===== config.mk =====
export PLATFORM = sky130hd
export DESIGN_NAME = strassen_winograd_matmul
export DESIGN_NICKNAME = d
export VERILOG_FILES = /design/src/rtl/core/swm_pkg.sv /design/src/rtl/core/swm_ram.sv /design/src/rtl/core/swm_ctrl.sv /design/src/rtl/core/swm_dp.sv /design/src/rtl/core/strassen_winograd_matmul.sv
export SDC_FILE = /design/constraint.sdc
export NUM_CORES = 2
export LEC_CHECK = 0
export BUFFER_PORTS_ARGS = -buffer_cell sky130_fd_sc_hd__buf_2
export CAP_MARGIN = 20
export CORE_UTILIZATION = 25
export CTS_CLUSTER_SIZE = 25
export DETAILED_ROUTE_END_ITERATION = 8
export HOLD_SLACK_MARGIN = 0.03
export PLACE_DENSITY = 0.42
export REMOVE_ABC_BUFFERS = 1
export SLEW_MARGIN = 40
export SYNTH_ARGS = -nofsm -noshare
export SYNTH_HDL_FRONTEND = slang
export SYNTH_HIERARCHICAL = 1
export SYNTH_SLANG_ARGS = --single-unit

===== constraint.sdc =====
create_clock -name clk -period 6.1 [get_ports clk]
set_input_delay 1.22 -clock clk [delete_from_list [all_inputs] [get_ports clk]]
set_output_delay 1.22 -clock clk [all_outputs]
set_load 0.05 [all_outputs]

===== src/rtl/core/swm_pkg.sv =====
`timescale 1ns / 1ps
`default_nettype none

package swm_pkg;

  // Largest supported matrix dimension by default.
  localparam int DIM_DEFAULT = 8;

  // Fixed field widths.
  localparam int IDX_W   = 3;
  localparam int VALUE_W = 16;
  localparam int MUL_W   = 2 * VALUE_W;
  localparam int PROD_W  = 35;
  localparam int SIZE_W  = 2;

  localparam logic [SIZE_W-1:0] SIZE_RESET = 2'd3;

  // Commands from the sequencer to the datapath.
  typedef struct packed {
    logic             load_wr;
    logic             rd_en;
    logic             clear_acc;
    logic             load_out;
    logic             last;
    logic [IDX_W-1:0] i;
    logic [IDX_W-1:0] j;
    logic [IDX_W-1:0] k;
  } cmd_t;

  // Status from the datapath to the sequencer.
  typedef struct packed {
    logic out_done;
  } sts_t;

endpackage

`default_nettype wire


===== src/rtl/core/swm_ram.sv =====
`timescale 1ns / 1ps
`default_nettype none

module swm_ram #(
  parameter int WIDTH = 16,
  parameter int DEPTH = 64
) (
  input  wire logic                     clk,
  input  wire logic                     wr_en,
  input  wire logic [$clog2(DEPTH)-1:0] wr_addr,
  input  wire logic [WIDTH-1:0]         wr_data,
  input  wire logic                     rd_en,
  input  wire logic [$clog2(DEPTH)-1:0] rd_addr,
  output logic      [WIDTH-1:0]         rd_data
);

  logic [WIDTH-1:0] mem [DEPTH];

  // One write port and one registered read port.
  always_ff @(posedge clk) begin
    if (wr_en) begin
      mem[wr_addr] <= wr_data;
    end
    if (rd_en) begin
      rd_data <= mem[rd_addr];
    end
  end

endmodule

`default_nettype wire


===== src/rtl/core/swm_ctrl.sv =====
`timescale 1ns / 1ps
`default_nettype none

module swm_ctrl #(
  parameter int DIM = swm_pkg::DIM_DEFAULT
) (
  input  wire logic                       clk,
  input  wire logic                       rst,
  input  wire logic                       cfg_wr_en,
  input  wire logic [swm_pkg::SIZE_W-1:0] cfg_wr_data,
  input  wire logic                       in_valid,
  input  wire logic                       start_req,
  output logic                            in_stall,
  input  wire swm_pkg::sts_t              sts,
  output swm_pkg::cmd_t                   cmd
);

  localparam int DimLog = $clog2(DIM + 1) - 1;

  typedef enum logic [1:0] {
    ST_IDLE,
    ST_RUN,
    ST_DRAIN,
    ST_EMIT
  } state_t;

  state_t                       state;
  logic [swm_pkg::SIZE_W-1:0]   size_log2;
  logic [swm_pkg::IDX_W-1:0]    i;
  logic [swm_pkg::IDX_W-1:0]    j;
  logic [swm_pkg::IDX_W-1:0]    k;
  logic [1:0]                   drain_cnt;
  logic [swm_pkg::SIZE_W-1:0]   eff_log;
  logic [swm_pkg::IDX_W-1:0]    nm1;
  logic                         accept;
  logic                         last_elem;

  // Active size saturates to the largest power of two that fits.
  always_comb begin
    if (int'(size_log2) > DimLog) begin
      eff_log = swm_pkg::SIZE_W'(DimLog);
    end else begin
      eff_log = size_log2;
    end
    nm1 = swm_pkg::IDX_W'((1 << eff_log) - 1);
  end

  assign in_stall  = (state != ST_IDLE);
  assign accept    = in_valid && !in_stall;
  assign last_elem = (i == nm1) && (j == nm1);

  // Commands follow from the state and the loop counters.
  always_comb begin
    cmd.load_wr   = accept;
    cmd.rd_en     = (state == ST_RUN);
    cmd.clear_acc = (state == ST_RUN) && (k == '0);
    cmd.load_out  = (state == ST_DRAIN) && (drain_cnt == 2'd2);
    cmd.last      = last_elem;
    cmd.i         = i;
    cmd.j         = j;
    cmd.k         = k;
  end

  // Sequencer: one dot product per result element, then hand-off.
  always_ff @(posedge clk) begin
    if (rst) begin
      state     <= ST_IDLE;
      size_log2 <= swm_pkg::SIZE_RESET;
      i         <= '0;
      j         <= '0;
      k         <= '0;
      drain_cnt <= '0;
    end else begin
      if (cfg_wr_en) begin
        size_log2 <= cfg_wr_data;
      end
      unique case (state)
        ST_IDLE: begin
          if (accept && start_req) begin
            i     <= '0;
            j     <= '0;
            k     <= '0;
            state <= ST_RUN;
          end
        end
        ST_RUN: begin
          if (k == nm1) begin
            drain_cnt <= '0;
            state     <= ST_DRAIN;
          end else begin
            k <= k + 1'b1;
          end
        end
        ST_DRAIN: begin
          drain_cnt <= drain_cnt + 1'b1;
          if (drain_cnt == 2'd2) begin
            state <= ST_EMIT;
          end
        end
        ST_EMIT: begin
          if (sts.out_done) begin
            k <= '0;
            if (last_elem) begin
              state <= ST_IDLE;
            end else begin
              state <= ST_RUN;
              if (j == nm1) begin
                j <= '0;
                i <= i + 1'b1;
              end else begin
                j <= j + 1'b1;
              end
            end
          end
        end
        default: state <= ST_IDLE;
      endcase
    end
  end

endmodule

`default_nettype wire


===== src/rtl/core/swm_dp.sv =====
`timescale 1ns / 1ps
`default_nettype none

module swm_dp #(
  parameter int DIM = swm_pkg::DIM_DEFAULT
) (
  input  wire logic                               clk,
  input  wire logic                               rst,
  input  wire swm_pkg::cmd_t                      cmd,
  output swm_pkg::sts_t                           sts,
  input  wire logic                               which_matrix,
  input  wire logic        [swm_pkg::IDX_W-1:0]   row,
  input  wire logic        [swm_pkg::IDX_W-1:0]   col,
  input  wire logic signed [swm_pkg::VALUE_W-1:0] value,
  output logic                                    out_valid,
  input  wire logic                               out_stall,
  output logic             [swm_pkg::IDX_W-1:0]   out_row,
  output logic             [swm_pkg::IDX_W-1:0]   out_col,
  output logic signed      [swm_pkg::PROD_W-1:0]  product,
  output logic                                    last
);

  localparam int Depth = DIM * DIM;
  localparam int AW    = $clog2(Depth);

  logic                                in_range;
  logic [AW-1:0]                       wr_addr;
  logic [AW-1:0]                       a_addr;
  logic [AW-1:0]                       b_addr;
  logic [swm_pkg::VALUE_W-1:0]         a_rd;
  logic [swm_pkg::VALUE_W-1:0]         b_rd;
  logic                                rd_q;
  logic                                mul_q;
  logic signed [swm_pkg::MUL_W-1:0]    mul;
  logic signed [swm_pkg::PROD_W-1:0]   acc;

  // Store addresses are row-major with stride DIM.
  assign in_range = (int'(row) < DIM) && (int'(col) < DIM);
  assign wr_addr  = AW'(int'(row) * DIM + int'(col));
  assign a_addr   = AW'(int'(cmd.i) * DIM + int'(cmd.k));
  assign b_addr   = AW'(int'(cmd.k) * DIM + int'(cmd.j));

  swm_ram #(.WIDTH(swm_pkg::VALUE_W), .DEPTH(Depth)) u_a_store (
    .clk     (clk),
    .wr_en   (cmd.load_wr && in_range && !which_matrix),
    .wr_addr (wr_addr),
    .wr_data (value),
    .rd_en   (cmd.rd_en),
    .rd_addr (a_addr),
    .rd_data (a_rd)
  );

  swm_ram #(.WIDTH(swm_pkg::VALUE_W), .DEPTH(Depth)) u_b_store (
    .clk     (clk),
    .wr_en   (cmd.load_wr && in_range && which_matrix),
    .wr_addr (wr_addr),
    .wr_data (value),
    .rd_en   (cmd.rd_en),
    .rd_addr (b_addr),
    .rd_data (b_rd)
  );

  assign sts.out_done = out_valid && !out_stall;

  // Multiply stage, then accumulate stage.
  always_ff @(posedge clk) begin
    if (rst) begin
      rd_q  <= 1'b0;
      mul_q <= 1'b0;
    end else begin
      rd_q  <= cmd.rd_en;
      mul_q <= rd_q;
    end
    mul <= $signed(a_rd) * $signed(b_rd);
    if (cmd.clear_acc) begin
      acc <= '0;
    end else if (mul_q) begin
      acc <= acc + swm_pkg::PROD_W'(mul);
    end
  end

  // Output register holds one finished element until its transfer.
  always_ff @(posedge clk) begin
    if (rst) begin
      out_valid <= 1'b0;
    end else if (cmd.load_out) begin
      out_valid <= 1'b1;
    end else if (sts.out_done) begin
      out_valid <= 1'b0;
    end
    if (cmd.load_out) begin
      out_row <= cmd.i;
      out_col <= cmd.j;
      product <= acc;
      last    <= cmd.last;
    end
  end

endmodule

`default_nettype wire


===== src/rtl/core/strassen_winograd_matmul.sv =====
`timescale 1ns / 1ps
`default_nettype none

// Channel   Handshake                 Payload
// config    cfg_wr_en                 cfg_wr_data (size_log2)
// input     in_valid / in_stall       which_matrix, row, col, value, start_req
// output    out_valid / out_stall     out_row, out_col, product, last
//
// Loads are accepted while the block is idle. A start computes each of the n*n
// result elements as a dot product on one multiplier; each element waits in
// the output register until its transfer before the next one is begun.
// Reset is synchronous; the stores hold no reset value. Input is stalled from
// a start until the last element's transfer; output stalls hold the element.

module strassen_winograd_matmul #(
  parameter int DIM = swm_pkg::DIM_DEFAULT
) (
  input  wire logic                               clk,
  input  wire logic                               rst,
  input  wire logic                               cfg_wr_en,
  input  wire logic        [swm_pkg::SIZE_W-1:0]  cfg_wr_data,
  input  wire logic                               in_valid,
  output logic                                    in_stall,
  input  wire logic                               which_matrix,
  input  wire logic        [swm_pkg::IDX_W-1:0]   row,
  input  wire logic        [swm_pkg::IDX_W-1:0]   col,
  input  wire logic signed [swm_pkg::VALUE_W-1:0] value,
  input  wire logic                               start_req,
  output logic                                    out_valid,
  input  wire logic                               out_stall,
  output logic             [swm_pkg::IDX_W-1:0]   out_row,
  output logic             [swm_pkg::IDX_W-1:0]   out_col,
  output logic signed      [swm_pkg::PROD_W-1:0]  product,
  output logic                                    last
);

  swm_pkg::cmd_t cmd;
  swm_pkg::sts_t sts;

  swm_ctrl #(.DIM(DIM)) u_ctrl (
    .clk         (clk),
    .rst         (rst),
    .cfg_wr_en   (cfg_wr_en),
    .cfg_wr_data (cfg_wr_data),
    .in_valid    (in_valid),
    .start_req   (start_req),
    .in_stall    (in_stall),
    .sts         (sts),
    .cmd         (cmd)
  );

  swm_dp #(.DIM(DIM)) u_dp (
    .clk          (clk),
    .rst          (rst),
    .cmd          (cmd),
    .sts          (sts),
    .which_matrix (which_matrix),
    .row          (row),
    .col          (col),
    .value        (value),
    .out_valid    (out_valid),
    .out_stall    (out_stall),
    .out_row      (out_row),
    .out_col      (out_col),
    .product      (product),
    .last         (last)
  );

endmodule

`default_nettype wire


==> flow_metrics.env <==
export IMPL_r2r_start="u_dp/u_a_store/rd_data[11]"
export IMPL_setup_slack_ns=0.139
export IMPL_period_needed_ns=5.96
export IMPL_min_delay_start="u_dp/rd_q"
export IMPL_fin_setup_tns_ns=0
export IMPL_h_tree_depth=5
export IMPL_dp_slack_ns=-0.246
export IMPL_synthArstFlopShare=0
export IMPL_yosys_most_used_dff="edfxtp_1"
export IMPL_grt_util_all_layers=0.137
export IMPL_crit_slowest_cell="fa_1"
export IMPL_synth_seq_cells=2207
export IMPL_routed_wirelength_um=268000
export IMPL_port_buffers=74
export IMPL_yosysUniqueCellTypes=93
export IMPL_final_area_um2=113000
export IMPL_path_max_fanout=9
export IMPL_cp_slowest_stage_delay_ns=0.53
export IMPL_antenna_left=0
export IMPL_cp_startpoint="u_dp/u_a_store/rd_data[11]"
export IMPL_crit_path_frequent_cell="fa_1"
export IMPL_gp_congestion=0.801
export IMPL_cts_tree="yes"
export IMPL_critical_path_cell_chain="buf_4 > and2_1 > fa_1 > inv_1 > fa_1 > fa_1 > inv_1 > fa_1 > fa_1 > inv_1 > fa_1 > inv_1 > ha_1 > a21oi_4 > nand3_2 > o211ai_1 > nand3_1 > a31o_1 > a21o_1 > a21oi_2 > xnor2_1"
export IMPL_drive_gt1_frac=0.231
export IMPL_cp_end_kind="flip-flop"
export IMPL_vias=49400
export IMPL_worstSetupPathType="reg -> reg"
export IMPL_synth_edf_count=2122
export IMPL_status="finished, final reports clean"
export IMPL_worst_pin_slew_ns=0.971
export IMPL_grt_max_degree=95
export IMPL_die_w_um=622
export IMPL_final_nets=6130
export IMPL_rows=227
export IMPL_syn_to_final_growth_pct=17.3
export IMPL_grt_pass1_vias=51900
export IMPL_worst_path_buf_inv=5
export IMPL_core_um2=383000
export IMPL_holdBufCountCts=0
export IMPL_setup_viol=0
export IMPL_final_common_cell="edfxtp_1"
export IMPL_netlist_instances=5302
export IMPL_routed_via_density=4.51
export IMPL_clock_fmax_ghz=0.168
export IMPL_required_ns=6.88
export IMPL_cts_sinks=2207
export IMPL_clock_path_buffers=4
export IMPL_netlist_area_um2=96100
export IMPL_slew_headroom=0.350
export IMPL_synth_compound_area_frac=0.0343
export IMPL_place_area_um2=104000
export IMPL_dr_pass1_iters=6
export IMPL_drc=0
export IMPL_hp_class="reg -> reg"
export IMPL_overflow=0
export IMPL_synth_top_family_by_area="multiplexers"
export IMPL_synth_xor_area_frac=0.00556
export IMPL_synth_fa_ha_area_frac=0.0712
export IMPL_rsz0062_at_grt="yes"
export IMPL_ys_seq_area_frac=0.681
export IMPL_fin_skew_ns=0.0515
export IMPL_final_core_util=0.295
export IMPL_root_buffer="clkbuf_16"
export IMPL_synth_area_per_cell_um2=18.1
export IMPL_layout_common_cells="edfxtp_1, mux4_2, inv_1, buf_4, nand2_1"
export IMPL_start_util=0.251
export IMPL_die_height_um=622
export IMPL_cts_buffers=263
export IMPL_drv_cap=0
export IMPL_grt_pass1_wl_um=388000
export IMPL_antenna_found_initial=16
export IMPL_pin_count=75
export IMPL_yosysWarnings=6
export IMPL_dp_hpwl_um=171000
export IMPL_post_drt_wl_per_cell_um=24.5
export IMPL_period_share=0.977
export IMPL_clkLatencyLatePin_ns=0.90
export IMPL_finalMaxSlewViolations=0
export IMPL_crit_family="adder cells"
export IMPL_hold_viol_final=0
export IMPL_synthMuxAreaShare=0.132
export IMPL_crit_arrival_ns=6.74
export IMPL_path_clk_slew_ns=0.06
export IMPL_synth_simple_area_share=0.0470
export IMPL_first_iter_violations=3664
export IMPL_startpoint_type="flip-flop"
export IMPL_dieArea_um2=387000
## routing by layer
| layer | part of all wire | vias up | track usage |
|---|---|---|---|
| li1 | - | 21500 | - |
| met1 | 0.46 | 26600 | 0.190 |
| met2 | 0.48 | 1057 | 0.228 |
| met3 | 0.043 | 289 | 0.0188 |
| met4 | 0.018 | 0 | 0.0279 |
| met5 | 0 | - | 0 |
## cell usage after synthesis, types with 12 or more instances
master / count / area share
o21ai_0: 34 / 0.0018
fa_1: 263 / 0.055
a221oi_1: 33 / 0.0030
mux2_2: 54 / 0.0063
buf_2: 73 / 0.0038
nand3_1: 74 / 0.0039
nor3_1: 16 / 0.00083
a21oi_1: 93 / 0.0048
xor2_1: 21 / 0.0019
nor2b_1: 71 / 0.0046
buf_4: 28 / 0.0022
inv_1: 310 / 0.012
nand4_1: 31 / 0.0020
nand2_1: 279 / 0.011
a31oi_1: 28 / 0.0018
nor2_1: 220 / 0.0086
a22oi_1: 79 / 0.0062
mux2i_1: 190 / 0.020
buf_6: 34 / 0.0040
nand2b_1: 18 / 0.0012
o21ai_1: 20 / 0.0010
mux4_2: 440 / 0.10
xnor2_1: 40 / 0.0036
a21o_1: 26 / 0.0020
a221o_1: 12 / 0.0012
ha_1: 126 / 0.016
a311oi_1: 18 / 0.0016
and2_1: 138 / 0.0090
a211oi_1: 24 / 0.0019
edfxtp_1: 2122 / 0.66
clkbuf_1: 95 / 0.0037
a22o_1: 12 / 0.0011
a211o_1: 19 / 0.0017
dfxtp_1: 85 / 0.018
## registers in the layout (all words and copies together) (netlist names), 16 cells and up
signal and cells:
u_dp/acc 35, u_dp/mul 32, u_dp/product 35, u_dp/u_a_store/mem 1024
u_dp/u_a_store/rd_data 16, u_dp/u_b_store/mem 1024, u_dp/u_b_store/rd_data 16
## metrics by stage
step	instances	hold slack, ns
global route	11000	0.448
detailed placement	10500	0.431
global placement	10500	0.422
floorplan	5043	0.414
finish	11000	0.438
CTS	10900	0.443
## repair_timing
action	in CTS	in global routing
setup buffers	2	1
cloned	0	0
pin swaps	6	15
resized for setup	10	20
endpoints found under the setup margin	4	6
## kinds of logic (layout without fill, tap and decap cells)
kind of cell,Yosys count,after routing
muxes,694,694
adders and majority gates,389,389
other,0,9
and+or+nand+nor,917,917
xor gates and xnor gates,61,61
buffers and inverters,569,1178
DFF,2207,2207
AOI/OAI and AO/OA,465,465
## final cells by class
cell class | instances | area, um^2
sequential | 2207 | 65500
timing repair buffer | 402 | 3250
inverter | 310 | 1160
multi-input combinational | 2526 | 28200
clock buffer | 315 | 6870
tap | 5038 | 6300
clock inverter | 151 | 1500
antenna | 9 | 22.5
fill | 37500 | 270000
## worst paths after layout
kind                  endpoint  slack [ns]  depth (start not counted)
setup / recovery  u_dp/mul[30]        0.14                         21
hold / removal      u_dp/mul_q        0.44                          1
setup reg to reg  u_dp/mul[30]        0.14                         21
hold reg to reg     u_dp/mul_q        0.44                          1
Power is not shown: default switching activity piles up to over one toggle a cycle in this logic, so the estimate is an artifact.
